File: config.mk
export PLATFORM = sky130hd
export DESIGN_NAME = analog_range_voltage_to_distance
export DESIGN_NICKNAME = d
export VERILOG_FILES = /design/src/hdl/arvd_pkg.sv /design/src/hdl/arvd_div.sv /design/src/hdl/analog_range_voltage_to_distance.sv
export SDC_FILE = /design/constraint.sdc
export NUM_CORES = 2
export LEC_CHECK = 0
export ABC_AREA = 1
export BUFFER_PORTS_ARGS = -buffer_cell sky130_fd_sc_hd__clkbuf_2
export CAP_MARGIN = 20
export CORE_MARGIN = 2
export CORE_UTILIZATION = 36
export CTS_BUF_LIST = sky130_fd_sc_hd__clkbuf_4 sky130_fd_sc_hd__clkbuf_8
export CTS_CLUSTER_SIZE = 12
export DETAILED_ROUTE_END_ITERATION = 16
export GPL_ROUTABILITY_DRIVEN = 0
export GPL_TIMING_DRIVEN = 0
export PLACE_DENSITY = 0.48
export SYNTH_ARGS = -nofsm -noshare
export SYNTH_HDL_FRONTEND = slang
export SYNTH_SLANG_ARGS = --single-unit
export TNS_END_PERCENT = 10
File: constraint.sdc
create_clock -name clk -period 8.7 [get_ports clk]
set_input_delay 0.87 -clock clk [delete_from_list [all_inputs] [get_ports clk]]
set_output_delay 0.87 -clock clk [all_outputs]
set_load 0.1 [all_outputs]
File: src/hdl/arvd_pkg.sv
// ----------------------------------------------------------------------------
// arvd_pkg
// Shared types and constants for the analog range voltage-to-distance block.
// ----------------------------------------------------------------------------
package arvd_pkg;

	// Field widths
	localparam int RANGE_BITS    = 20;
	localparam int SAMPLE_BITS   = 16;
	localparam int OFFSET_BITS   = 16;
	localparam int SCALE_BITS    = 24;
	localparam int MAXR_BITS     = 15;
	localparam int CFG_DATA_BITS = 24;

	// Datapath widths
	localparam int DV_BITS    = SAMPLE_BITS + 2;          // signed voltage difference
	localparam int MAG_BITS   = SAMPLE_BITS + 1;          // |difference| / divisor
	localparam int OPND_BITS  = 20;                       // multiplier operand
	localparam int PROD_BITS  = OPND_BITS + SCALE_BITS;
	localparam int FRAC_BITS  = 16;                       // fraction bits of the Q8.16 scale
	localparam int QUOT_BITS  = PROD_BITS - FRAC_BITS;    // dividend and quotient
	localparam int CAP_BITS   = MAXR_BITS + 4;            // max_range_cm * 10

	// Divider pipeline: two quotient bits per stage
	localparam int DIV_STEPS  = 2;
	localparam int DIV_STAGES = QUOT_BITS / DIV_STEPS;

	// Accept edge to result edge, in clock cycles
	localparam int LATENCY = DIV_STAGES + 3;

	// Constants of the conversion
	localparam logic [OPND_BITS-1:0] HYPER_NUM = OPND_BITS'(1000000);
	localparam logic [CAP_BITS-1:0]  CM_TO_MM  = CAP_BITS'(10);
	localparam logic [QUOT_BITS-1:0] SAT_MAX   = QUOT_BITS'((64'd1 << RANGE_BITS) - 64'd1);

	// Reset values of the registers
	localparam logic [SCALE_BITS-1:0] SCALE_RST = SCALE_BITS'(196608);
	localparam logic [MAXR_BITS-1:0]  MAXR_RST  = MAXR_BITS'(700);

	typedef enum logic [1:0] {
		MODE_LINEAR    = 2'd0,
		MODE_INVERTED  = 2'd1,
		MODE_HYPERBOLA = 2'd2
	} curve_mode_t;

	typedef enum logic [1:0] {
		CFG_CURVE_MODE   = 2'd0,
		CFG_OFFSET_MV    = 2'd1,
		CFG_SCALE_Q16    = 2'd2,
		CFG_MAX_RANGE_CM = 2'd3
	} cfg_idx_t;

	typedef struct packed {
		logic [SAMPLE_BITS-1:0] sample_mv;
		logic                   channel_ok;
	} sample_t;

	typedef struct packed {
		logic [RANGE_BITS-1:0] range_mm;
		logic                  at_limit;
	} range_t;

	// Side-band that rides along with each word through the divider
	typedef struct packed {
		logic hyper;      // apply max-range clamp instead of saturation
		logic force_lim;  // floor was applied upstream
	} div_tag_t;

endpackage

File: src/hdl/arvd_div.sv
// ----------------------------------------------------------------------------
// arvd_div
// Pipelined restoring divider, two quotient bits per stage, one word per cycle.
// ----------------------------------------------------------------------------
module arvd_div
	import arvd_pkg::*;
(
	input  logic                 clk,
	input  logic                 arst_n,
	input  logic                 in_valid,
	input  logic [QUOT_BITS-1:0] in_num,
	input  logic [MAG_BITS-1:0]  in_den,
	input  div_tag_t             in_tag,
	output logic                 out_valid,
	output logic [QUOT_BITS-1:0] out_quot,
	output div_tag_t             out_tag
);

	// Index 0 is the input side; index g+1 is the register after stage g.
	logic                 vld_s [0:DIV_STAGES];
	logic [MAG_BITS-1:0]  rem_s [0:DIV_STAGES];
	logic [QUOT_BITS-1:0] nq_s  [0:DIV_STAGES];
	logic [MAG_BITS-1:0]  den_s [0:DIV_STAGES];
	div_tag_t             tag_s [0:DIV_STAGES];

	assign vld_s[0] = in_valid;
	assign rem_s[0] = '0;
	assign nq_s[0]  = in_num;
	assign den_s[0] = in_den;
	assign tag_s[0] = in_tag;

	for (genvar g = 0; g < DIV_STAGES; g++) begin : g_stage
		logic [MAG_BITS-1:0]  rem_nx;
		logic [QUOT_BITS-1:0] nq_nx;

		// Per step, shift in the next dividend bit, subtract when it fits, shift in a quotient bit
		always_comb begin
			logic [MAG_BITS:0] trial;
			logic              qbit;
			rem_nx = rem_s[g];
			nq_nx  = nq_s[g];
			for (int k = 0; k < DIV_STEPS; k++) begin
				trial = {rem_nx, nq_nx[QUOT_BITS-1]};
				qbit  = 1'b0;
				if (trial >= {1'b0, den_s[g]}) begin
					trial = trial - {1'b0, den_s[g]};
					qbit  = 1'b1;
				end
				rem_nx = trial[MAG_BITS-1:0];
				nq_nx  = {nq_nx[QUOT_BITS-2:0], qbit};
			end
		end

		always_ff @(posedge clk or negedge arst_n) begin
			if (!arst_n) begin
				vld_s[g+1] <= 1'b0;
			end else begin
				vld_s[g+1] <= vld_s[g];
			end
		end

		always_ff @(posedge clk) begin
			rem_s[g+1] <= rem_nx;
			nq_s[g+1]  <= nq_nx;
			den_s[g+1] <= den_s[g];
			tag_s[g+1] <= tag_s[g];
		end
	end

	assign out_valid = vld_s[DIV_STAGES];
	assign out_quot  = nq_s[DIV_STAGES];
	assign out_tag   = tag_s[DIV_STAGES];

	a_den_nonzero: assert property (@(posedge clk) disable iff (!arst_n)
		in_valid |-> in_den != '0)
		else $error("divider fed a zero divisor");

	a_rem_bound: assert property (@(posedge clk) disable iff (!arst_n)
		vld_s[DIV_STAGES] |-> rem_s[DIV_STAGES] < den_s[DIV_STAGES])
		else $error("final remainder not below divisor");

	a_flow: assert property (@(posedge clk) disable iff (!arst_n)
		in_valid |-> ##DIV_STAGES out_valid)
		else $error("word lost in divider pipeline");

endmodule

File: src/hdl/analog_range_voltage_to_distance.sv
// ----------------------------------------------------------------------------
// analog_range_voltage_to_distance
// Converts an averaged rangefinder voltage (mV) to a distance (mm).
// ----------------------------------------------------------------------------
// Usage:
//   Input channel: drive a word on item and raise start. The word is taken
//   at every rising edge where start is high and busy is low. busy never
//   rises: the pipeline takes a new word on every cycle.
//   Output channel: each word gives one result on result, marked by done for
//   exactly one cycle. The receiver cannot stall and must take it then.
//   Pipeline: one register stage for the voltage difference, one for the
//   multiplier, fourteen for the divider (two quotient bits each) and one
//   for clamp and saturation.
//   Throughput: one word per cycle, set by the fully pipelined divider.
//   Configuration: cfg_we writes cfg_data into the register picked by
//   cfg_idx at that edge. Write only while no words are in flight.
//   Reset: arst_n clears all valid bits and loads the register defaults
//   (linear curve, zero offset, scale 3.0, max range 700 cm).
//   Curves: linear and inverted run dv*scale/65536 through the divider with a
//   divisor of one; the hyperbola runs scale*1e6/65536 divided by dv.
// ----------------------------------------------------------------------------
module analog_range_voltage_to_distance
	import arvd_pkg::*;
(
	input  logic                     clk,
	input  logic                     arst_n,
	input  logic                     start,
	output logic                     busy,
	input  sample_t                  item,
	input  logic                     cfg_we,
	input  cfg_idx_t                 cfg_idx,
	input  logic [CFG_DATA_BITS-1:0] cfg_data,
	output logic                     done,
	output range_t                   result
);

	// ------------------------------------------------------------------
	// Configuration registers
	// ------------------------------------------------------------------
	curve_mode_t                    curve_mode_q;
	logic signed [OFFSET_BITS-1:0]  offset_mv_q;
	logic [SCALE_BITS-1:0]          scale_q16_q;
	logic [MAXR_BITS-1:0]           max_range_cm_q;

	always_ff @(posedge clk or negedge arst_n) begin
		if (!arst_n) begin
			curve_mode_q   <= MODE_LINEAR;
			offset_mv_q    <= '0;
			scale_q16_q    <= SCALE_RST;
			max_range_cm_q <= MAXR_RST;
		end else if (cfg_we) begin
			case (cfg_idx)
				CFG_CURVE_MODE: begin
					curve_mode_q <= curve_mode_t'(cfg_data[1:0]);
				end
				CFG_OFFSET_MV: begin
					offset_mv_q <= $signed(cfg_data[OFFSET_BITS-1:0]);
				end
				CFG_SCALE_Q16: begin
					scale_q16_q <= cfg_data[SCALE_BITS-1:0];
				end
				CFG_MAX_RANGE_CM: begin
					max_range_cm_q <= cfg_data[MAXR_BITS-1:0];
				end
				default: begin
				end
			endcase
		end
	end

	// The pipeline never backs up, so a word is taken on every start.
	assign busy = 1'b0;

	logic accept;
	assign accept = start && !busy;

	// ------------------------------------------------------------------
	// Stage 1: effective voltage and signed difference
	// ------------------------------------------------------------------
	logic signed [DV_BITS-1:0] v_ext;
	logic signed [DV_BITS-1:0] off_ext;
	logic signed [DV_BITS-1:0] dv_in;

	always_comb begin
		// unconnected channel reads as 0 mV
		v_ext   = item.channel_ok ? $signed({2'b00, item.sample_mv}) : '0;
		off_ext = $signed({{(DV_BITS-OFFSET_BITS){offset_mv_q[OFFSET_BITS-1]}}, offset_mv_q});
		if (curve_mode_q == MODE_INVERTED) begin
			dv_in = off_ext - v_ext;
		end else begin
			dv_in = v_ext - off_ext;
		end
	end

	logic                      vld_s1;
	logic signed [DV_BITS-1:0] dv_s1;

	always_ff @(posedge clk or negedge arst_n) begin
		if (!arst_n) begin
			vld_s1 <= 1'b0;
		end else begin
			vld_s1 <= accept;
		end
	end

	always_ff @(posedge clk) begin
		dv_s1 <= dv_in;
	end

	// ------------------------------------------------------------------
	// Stage 2: pick operand and divisor per curve, multiply by scale
	// ------------------------------------------------------------------
	logic                  dv_neg;
	logic                  dv_pos;
	logic [MAG_BITS-1:0]   dv_mag;
	logic [OPND_BITS-1:0]  opnd;
	logic [MAG_BITS-1:0]   den_nx;
	div_tag_t              tag_nx;
	logic [PROD_BITS-1:0]  prod;

	always_comb begin
		dv_neg = dv_s1[DV_BITS-1];
		dv_pos = !dv_neg && (dv_s1 != '0);
		dv_mag = dv_s1[MAG_BITS-1:0];
		opnd   = '0;
		den_nx = MAG_BITS'(1);
		tag_nx = '0;
		case (curve_mode_q)
			MODE_LINEAR, MODE_INVERTED: begin
				// floor a negative product at zero; divide by one
				opnd             = dv_neg ? '0 : OPND_BITS'(dv_mag);
				tag_nx.force_lim = dv_neg && (scale_q16_q != '0);
			end
			MODE_HYPERBOLA: begin
				// at or below the offset the result is a plain zero
				opnd         = dv_pos ? HYPER_NUM : '0;
				den_nx       = dv_pos ? dv_mag : MAG_BITS'(1);
				tag_nx.hyper = 1'b1;
			end
			default: begin
			end
		endcase
		prod = PROD_BITS'(opnd) * PROD_BITS'(scale_q16_q);
	end

	logic                 vld_s2;
	logic [QUOT_BITS-1:0] num_s2;
	logic [MAG_BITS-1:0]  den_s2;
	div_tag_t             tag_s2;

	always_ff @(posedge clk or negedge arst_n) begin
		if (!arst_n) begin
			vld_s2 <= 1'b0;
		end else begin
			vld_s2 <= vld_s1;
		end
	end

	always_ff @(posedge clk) begin
		num_s2 <= prod[PROD_BITS-1:FRAC_BITS];
		den_s2 <= den_nx;
		tag_s2 <= tag_nx;
	end

	// ------------------------------------------------------------------
	// Divider stages
	// ------------------------------------------------------------------
	logic                 div_vld;
	logic [QUOT_BITS-1:0] div_quot;
	div_tag_t             div_tag;

	arvd_div u_div (
		.clk       (clk),
		.arst_n    (arst_n),
		.in_valid  (vld_s2),
		.in_num    (num_s2),
		.in_den    (den_s2),
		.in_tag    (tag_s2),
		.out_valid (div_vld),
		.out_quot  (div_quot),
		.out_tag   (div_tag)
	);

	// ------------------------------------------------------------------
	// Output stage: max-range clamp (hyperbola) or saturation (linear)
	// ------------------------------------------------------------------
	logic [CAP_BITS-1:0]   cap_mm;
	logic [RANGE_BITS-1:0] mm_nx;
	logic                  lim_nx;

	always_comb begin
		cap_mm = CAP_BITS'(max_range_cm_q) * CM_TO_MM;
		mm_nx  = div_quot[RANGE_BITS-1:0];
		lim_nx = div_tag.force_lim;
		if (div_tag.hyper) begin
			if (div_quot > QUOT_BITS'(cap_mm)) begin
				mm_nx  = RANGE_BITS'(cap_mm);
				lim_nx = 1'b1;
			end
		end else if (div_quot > SAT_MAX) begin
			mm_nx  = SAT_MAX[RANGE_BITS-1:0];
			lim_nx = 1'b1;
		end
	end

	always_ff @(posedge clk or negedge arst_n) begin
		if (!arst_n) begin
			done <= 1'b0;
		end else begin
			done <= div_vld;
		end
	end

	always_ff @(posedge clk) begin
		result.range_mm <= mm_nx;
		result.at_limit <= lim_nx;
	end

	// ------------------------------------------------------------------
	// Assertions
	// ------------------------------------------------------------------
	a_word_out: assert property (@(posedge clk) disable iff (!arst_n)
		accept |-> ##LATENCY done)
		else $error("accepted word produced no result");

	a_no_phantom: assert property (@(posedge clk) disable iff (!arst_n)
		done |-> $past(accept, LATENCY))
		else $error("result without a matching accepted word");

	a_hyper_cap: assert property (@(posedge clk) disable iff (!arst_n)
		div_vld && div_tag.hyper |=> result.range_mm <= $past(cap_mm))
		else $error("hyperbola result above max range");

	a_floor_zero: assert property (@(posedge clk) disable iff (!arst_n)
		div_vld && div_tag.force_lim |=> result.range_mm == '0 && result.at_limit)
		else $error("floored word not reported as zero at limit");

endmodule
Word-level counts from Yosys, hierarchy flattened:

Index checks and enable logic that the tools add are counted.

* bits in registers: 1022
* bits in latches: 0
* memory bits (writable): 0
* memory bits (read-only): 0
* input bits: 47
* output and inout bits: 23
* logic and storage cells: 242
* memories: 0

* $add $sub $neg: 29
* multipliers: 2
* divide/modulo/power cells: 0
* $lt $le $gt $ge: 30
* equal/unequal tests: 5
* shifts and indexed selects: 0
* multiplexer cells: 67
* bitwise operators: 0
* reductions and logical operators: 13

Operators with widths (number)
* 18-bit by 17-bit greater-or-equal comparator with 1-bit output: 27
* 17-bit 2-to-1 mux: 28
* 17-bit subtractor: 26
* 20-bit 2-to-1 mux: 4
* 20-bit by 24-bit multiplier with 44-bit output: 1
* 20-bit one-hot mux with 2 select lines: 1
* 1-bit 2-to-1 mux: 32
* 28-bit by 19-bit > comparator with 1-bit output: 1
* 28-bit by 20-bit > comparator with 1-bit output, second input constant: 1
* 24-bit nonzero test: 1
* 15-bit by 3-bit multiplier with 18-bit output, second input constant: 1
* 18-bit 2-to-1 mux: 1
* 18-bit nonzero test: 1
* 16-bit by 17-bit subtractor with 18-bit output: 1
* 17-bit by 16-bit subtractor with 18-bit output: 1
* 1-bit by 17-bit greater-or-equal comparator with 1-bit output: 1
* 1-bit by 17-bit subtractor with 17-bit output: 1
* 16-bit 2-to-1 mux: 1
* 2-bit AND reduction: 5
* 2-bit == test, second input constant: 3
* 2-bit by 1-bit == test with 1-bit output, second input constant: 2
* 2-bit logical NOT: 2
* 1-bit logical AND: 2
* 2-bit OR reduction: 1
* 1-bit logical NOT: 1

Logic depth before layout (Yosys ltp):

* depth in word-level cells: 5
* mapped depth: 36
* mapped depth without buffers: 36

Cells and area by module:

From an unflattened synthesis, not the netlist that was laid out.

* cells, all modules: 10057
* area total of the unflattened synthesis: 73235.2 um^2

By module, submodules not included
* arvd_div: instances 1, cells an instance 7047, area each 49711.4 um^2, sequential area each 17606.9 um^2
* analog_range_voltage_to_distance: instances 1, cells an instance 3010, area each 23523.8 um^2, sequential area each 3233.1 um^2

Worst setup path after synthesis:

OpenSTA, ideal clock, no wires.

* path type: flip-flop to flip-flop
* from: register curve_mode_q[1]
* to: register, netlist name num_s2[23]
* setup time: 0.127 ns
* arrival: 6.507 ns
* required time: 8.573 ns
* slack: 2.066 ns
* stages on the path, launching flop included: 28
* buffers on the path: 2
* clock period less this slack: 6.634 ns
* cell sequence: dfrtp_1 nor2_4 inv_1 clkbuf_1 nor2_1 clkbuf_1 nand2_1 fa_1 inv_1 fa_1 inv_1 fa_1 inv_1 fa_1 fa_1 fa_1 inv_1 fa_1 inv_1 ha_1 nand2_1 inv_1 a21oi_1 a21boi_0 nand2_1 nor2_1 o21ai_0 xor2_1

* cells in the longest elaborated chain, start to end: 4
* elaborated cells on any way between the ends: 6
* those cells by class: 1 x mul; 2 x eq/ne; 1 x mux; 2 x reduce/logical

RTL lines
* start, declared: RTL line analog_range_voltage_to_distance.sv:40 `curve_mode_t curve_mode_q;`
* start signal, assigned: RTL line analog_range_voltage_to_distance.sv:54 `curve_mode_q <= curve_mode_t'(cfg_data[1:0]);`
* 2-bit by 1-bit == test with 1-bit output / 2-bit logical NOT (equally long branches): RTL line analog_range_voltage_to_distance.sv:128 `case (curve_mode_q)`
* 2-bit OR reduction: RTL line analog_range_voltage_to_distance.sv:128
* 20-bit one-hot mux with 2 select lines *: RTL line analog_range_voltage_to_distance.sv:128
* 20-bit by 24-bit multiplier with 44-bit output *: RTL line analog_range_voltage_to_distance.sv:143 `prod = PROD_BITS'(opnd) * PROD_BITS'(scale_q16_q);`
* named net prod[39]: RTL line analog_range_voltage_to_distance.sv:119 `logic [PROD_BITS-1:0] prod;`

Mark *: on every way through the listed nets, which the timed path passes. The rest lies on a longest branch.
A chain may end at the register's enable or synchronous reset.

Worst setup path in the final report:

* from: register dv_s1[17]
* to: register, netlist name num_s2[10]

* cells in the longest elaborated chain, start to end: 5
* elaborated cells on any way between the ends: 7
* those cells by class: 1 x mul; 3 x mux; 3 x reduce/logical

RTL lines
* start, declared: RTL line analog_range_voltage_to_distance.sv:96 `logic signed [DV_BITS-1:0] dv_s1;`
* start signal, assigned: RTL line analog_range_voltage_to_distance.sv:107 `dv_s1 <= dv_in;`
* 18-bit nonzero test / 1-bit logical NOT (equally long branches): RTL line analog_range_voltage_to_distance.sv:123 `dv_pos = !dv_neg && (dv_s1 != '0);`
* 1-bit logical AND: RTL line analog_range_voltage_to_distance.sv:123
* 20-bit 2-to-1 mux: RTL line analog_range_voltage_to_distance.sv:136 `opnd = dv_pos ? HYPER_NUM : '0;`
* 20-bit one-hot mux with 2 select lines *: RTL line analog_range_voltage_to_distance.sv:128
* 20-bit by 24-bit multiplier with 44-bit output *: RTL line analog_range_voltage_to_distance.sv:143
* named net prod[26]: RTL line analog_range_voltage_to_distance.sv:119

Marked as above.

==> results.txt <==
----------------------------------------------------
[Yosys]
  Sequential area share after synthesis ... between 20% and 30%
  Cell count after synthesis ... ~9000
  XOR/XNOR share of the synthesized area ... 4.374%
  Post-synthesis area per instance ... between 7 and 8 sq um
  Seq cells post-synth ... slightly above 1000
  Async S/R FF share, synth ... approximately 7.2%
  Simple-gate portion of the synthesized area ... about 22%
  Number of synthesized flops with an enable pin ... 0
  Synthesized-area fraction occupied by ao, oa, aoi and oai cells ... between 10% and 20%
  Count of unique library cells instantiated by Yosys ... 65
  Share of cell area taken by muxes after synthesis ... 0.04297%
  Leading register cell type out of synthesis ... sky130_fd_sc_hd__dfxtp_1
  Main combinational cell family by area after synthesis ... adder cells
  Share of synthesized cell area in full adder, half adder and majority cells ... roughly a quarter
  Summed instance area of the synthesized netlist ... 69890 sq um
  Nets in the synthesized netlist ... a little over 10000
  Synth warn ... 0

[Setup path]
  Critical path arrival ... between 9 and 10 ns
  Kind of end point of the critical path ... register
  Required time of the critical path ... 9.43 ns
  Maximum fanout along the worst path ... 10
  Worst Path Class, Setup ... register to register
  Category of the worst setup path launch point ... register

[Floorplan]
  Vertical die dimension ... ~440 um
  Area of the die ... between 150000 and 200000 sq um
  Initial Util ... a little over a third
  Placement Rows ... ~160
  Ports ... 70
  Core area ... 192800 sq um
  Die Wd ... 444.6 um

[Clocking]
  Max Buffers Root-to-Sink ... 3
  Clock transition time at the flip-flop clock pins of the worst setup and hold paths ... about 0.06 ns
  Post-CTS Setup Inserts ... 0
  CTS buffer count ... between 150 and 200
  Clock sink count ... just over 1000
  Worst-Skew Late Latency ... 0.94 ns
  Cell chosen for the clock root ... sky130_fd_sc_hd__clkbuf_8
  CTS tree ... built
  Max H-tree Level ... 4

[Placed design]
  Port buffer count ... 67
  Post-placement cell area ... around 73000 sq um
  Final HPWL from detailed placement ... 178.2 mm

[GRT]
  Number of global-route vias before repair ... 59151
  Largest net degree at the start of global routing ... 67
  Global-route wire length before repair ... roughly 330 mm
  Antenna violations before repair ... 14
  Congestion Overflow GR ... 0
  Total track usage ... 21.53%

[Timing]
  Hold violation count in the final report ... 0
  Maximum achievable frequency ... 118.4 MHz
  Count of final setup violators ... 0
  Remaining max-slew budget at the tightest pin ... a little under a third
  Final slew viol count ... 0
  Actual transition at the worst max-transition pin ... 1.026 ns
  Time the final worst path needs with I/O delays and setup ... roughly 8.4 ns
  Fin Clk Skew ... approximately 0.091 ns
  Unrepaired setup endpoints after global routing ... yes
  Share of the clock period used by the worst path ... a little over nine tenths

[Job]
  Maximum Capacitance Violations ... 0

[Cells and area]
  Number of filler instances in the final layout ... roughly 20000
  Summed area of non-filler cells in the final layout ... around 78000 sq um
  Count of nets after finishing ... between 10000 and 15000
  Share of cells above drive strength 1 ... 7.046%
  Synthesis-to-finish area growth ... 10.98%

[Route]
  Final ANT Viol Nets ... 0
  Drt drc ... 0
  DR iter-0 viols ... 3720
  Routed wire length ... roughly 210 mm
  Total via count in the routed design ... roughly 60000
  Vias per cell ... ~4.9
  Total iterations of the first detailed-routing run ... 6
  Routed len/inst ... about 18 um

[Outcome]
  Run status ... completed

[Hold path]
  Hold/Removal Path Class ... input port to register

----------------------------------------------------
==> metrics by stage <==
stage	instances	utilization [%]	hold slack, ns	TNS, ns	setup WS, ns
CTS	11950	40.17	0.0008316	0	0.006256
detailed placement	11638	38.08	0.3121	-0.3543	-0.1243
global route	11952	40.23	0.03754	-0.08327	-0.08327
global placement	11637	38.07	0.3098	-0.3613	-0.1298
floorplan	9044	-	0.3096	0	2.066
finish	11955	40.23	0.1172	0	0.2522
==> cells in the mapped netlist (16+ instances only) <==
cell	count	area (sq um)
sky130_fd_sc_hd__a21oi_1	574	2873
sky130_fd_sc_hd__o21bai_1	75	563.0
sky130_fd_sc_hd__inv_1	1364	5120
sky130_fd_sc_hd__o21a_1	23	172.7
sky130_fd_sc_hd__buf_4	22	165.2
sky130_fd_sc_hd__clkbuf_1	90	337.8
sky130_fd_sc_hd__o31ai_1	17	127.6
sky130_fd_sc_hd__dfxtp_1	948	18980
sky130_fd_sc_hd__nor4_1	22	137.6
sky130_fd_sc_hd__o21ai_0	403	2017
sky130_fd_sc_hd__or2_2	21	131.4
sky130_fd_sc_hd__a21boi_0	16	120.1
sky130_fd_sc_hd__nand3b_1	53	397.9
sky130_fd_sc_hd__o21ai_2	34	297.8
sky130_fd_sc_hd__nand2_1	2403	9020
sky130_fd_sc_hd__buf_2	22	110.1
sky130_fd_sc_hd__o21ai_1	52	260.3
sky130_fd_sc_hd__xor2_1	187	1638
sky130_fd_sc_hd__a21o_1	53	397.9
sky130_fd_sc_hd__dfrtp_1	66	1652
sky130_fd_sc_hd__nor2_1	567	2128
sky130_fd_sc_hd__nand4_1	64	400.4
sky130_fd_sc_hd__fa_1	420	8408
sky130_fd_sc_hd__buf_6	24	270.3
sky130_fd_sc_hd__xnor2_1	162	1419
sky130_fd_sc_hd__nand2_2	45	281.5
sky130_fd_sc_hd__nand3_1	351	1757
sky130_fd_sc_hd__nor3_1	102	510.5
sky130_fd_sc_hd__ha_1	692	8658
sky130_fd_sc_hd__a31oi_1	24	150.1
==> cell families after synthesis <==
kind of cell	count (synthesis)
adders and majority gates	1112
xor gates and xnor gates	349
buffers and inverters	1551
and+or+nand+nor	3697
AOI/OAI and AO/OA	1309
muxes	3
other	1
DFF	1022
==> per-layer routing <==
layer	routed length [um]	GRT usage, %
met5	41	0
met3	9367	2.633
met4	7715	7.775
met1	95830	28.14
met2	100000	36.45
==> worst paths after layout <==
check | startpoint | depth (start not counted) | end | slack [ns]
worst max register to register | dv_s1[17] | 26 | num_s2[10] | 0.25
max in group asynchronous | arst_n | 3 | max_range_cm_q[9] | 7.66
min in group asynchronous | arst_n | 2 | scale_q16_q[21] | 0.33
worst min-delay path | start | 1 | vld_s1 | 0.12
worst max-delay path | dv_s1[17] | 26 | num_s2[10] | 0.25
worst min register to register | u_div.g_stage[13].nq_nx[15] | 0 | u_div.out_quot[15] | 0.24
==> sequential cells by signal, summed over array words and instances (netlist names), 13 cells and up <==
| register | count |
|---|---|
| u_div.g_stage.nq_nx | 338 |
| u_div.den_s | 221 |
| u_div.rem_s | 221 |
| num_s2 | 28 |
| u_div.out_quot | 28 |
| u_div.nq_s | 26 |
| u_div.tag_s | 26 |
| scale_q16_q | 24 |
| result | 21 |
| dv_s1 | 18 |
| den_s2 | 17 |
| offset_mv_q | 16 |
| max_range_cm_q | 15 |
| u_div.vld_s | 13 |
==> what timing repair did <==
| action | CTS | global route |
|---|---|---|
| setup endpoints to repair | 4 | 19 |
| resized for setup | 3 | 38 |
| hold buffers | 1 | 0 |
| endpoints found under the hold margin | 8 | 0 |
==> placed cells by master, fill, tap and decap left out, types with 16 or more instances in the layout <==
cell	n
sky130_fd_sc_hd__nand2_1	2403
sky130_fd_sc_hd__inv_1	1364
sky130_fd_sc_hd__dfxtp_1	948
sky130_fd_sc_hd__ha_1	692
sky130_fd_sc_hd__a21oi_1	572
sky130_fd_sc_hd__nor2_1	556
sky130_fd_sc_hd__fa_1	420
sky130_fd_sc_hd__o21ai_0	403
sky130_fd_sc_hd__nand3_1	351
sky130_fd_sc_hd__clkbuf_8	208
sky130_fd_sc_hd__xor2_1	186
sky130_fd_sc_hd__xnor2_1	160
sky130_fd_sc_hd__nor3_1	102
sky130_fd_sc_hd__clkbuf_1	84
sky130_fd_sc_hd__o21bai_1	75
sky130_fd_sc_hd__clkbuf_2	71
sky130_fd_sc_hd__dfrtp_1	66
sky130_fd_sc_hd__nand4_1	64
sky130_fd_sc_hd__a21o_1	53
sky130_fd_sc_hd__nand3b_1	53
sky130_fd_sc_hd__o21ai_1	52
sky130_fd_sc_hd__clkbuf_4	52
sky130_fd_sc_hd__nand2_2	45
sky130_fd_sc_hd__o21ai_2	34
sky130_fd_sc_hd__buf_6	24
sky130_fd_sc_hd__a31oi_1	24
sky130_fd_sc_hd__o21a_1	23
sky130_fd_sc_hd__buf_2	22
sky130_fd_sc_hd__buf_4	22
sky130_fd_sc_hd__nor4_1	21
sky130_fd_sc_hd__or2_2	21
sky130_fd_sc_hd__nor2_4	19
sky130_fd_sc_hd__o31ai_1	17
sky130_fd_sc_hd__clkinv_2	17
sky130_fd_sc_hd__a21boi_0	16
==> worst max-delay path: stages, from the launching register on <==
cell and delay (ns):
sky130_fd_sc_hd__dfxtp_1 0.35, sky130_fd_sc_hd__nor2_4 0.33, sky130_fd_sc_hd__inv_1 0.22, sky130_fd_sc_hd__clkbuf_2 0.39, sky130_fd_sc_hd__nor2_2 0.48, sky130_fd_sc_hd__clkbuf_1 0.43
sky130_fd_sc_hd__nand2_1 0.13, sky130_fd_sc_hd__fa_1 0.51, sky130_fd_sc_hd__inv_1 0.06, sky130_fd_sc_hd__fa_1 0.52, sky130_fd_sc_hd__inv_1 0.06, sky130_fd_sc_hd__fa_1 0.54
sky130_fd_sc_hd__inv_1 0.05, sky130_fd_sc_hd__fa_1 0.51, sky130_fd_sc_hd__fa_1 0.44, sky130_fd_sc_hd__fa_1 0.55, sky130_fd_sc_hd__inv_1 0.11, sky130_fd_sc_hd__fa_1 0.57
sky130_fd_sc_hd__inv_1 0.05, sky130_fd_sc_hd__ha_1 0.38, sky130_fd_sc_hd__nand2_1 0.12, sky130_fd_sc_hd__nor2_1 0.18, sky130_fd_sc_hd__inv_1 0.12, sky130_fd_sc_hd__nor4_1 0.28
sky130_fd_sc_hd__nand2_1 0.09, sky130_fd_sc_hd__nand2_1 0.20, sky130_fd_sc_hd__xor2_1 0.54
==> cell type report <==
class / count / area, sq um / share of cell area, %
clock buffers: 259 / 3246 / 4.185
plain buffers: 161 / 900.9 / 1.161
repair buffers: 69 / 375.4 / 0.4840
well taps: 2526 / 3161 / 4.075
inverters: 1390 / 5228 / 6.740
clock inverters: 52 / 754.5 / 0.9728
flip-flops and latches: 1022 / 20840 / 26.87
diodes: 5 / 12.51 / 0.01613
multi-input cells: 6471 / 43040 / 55.50
Power is left out: the tool's default activity adds up to more than one toggle a clock period on the data nets, which glitch-free logic cannot reach.
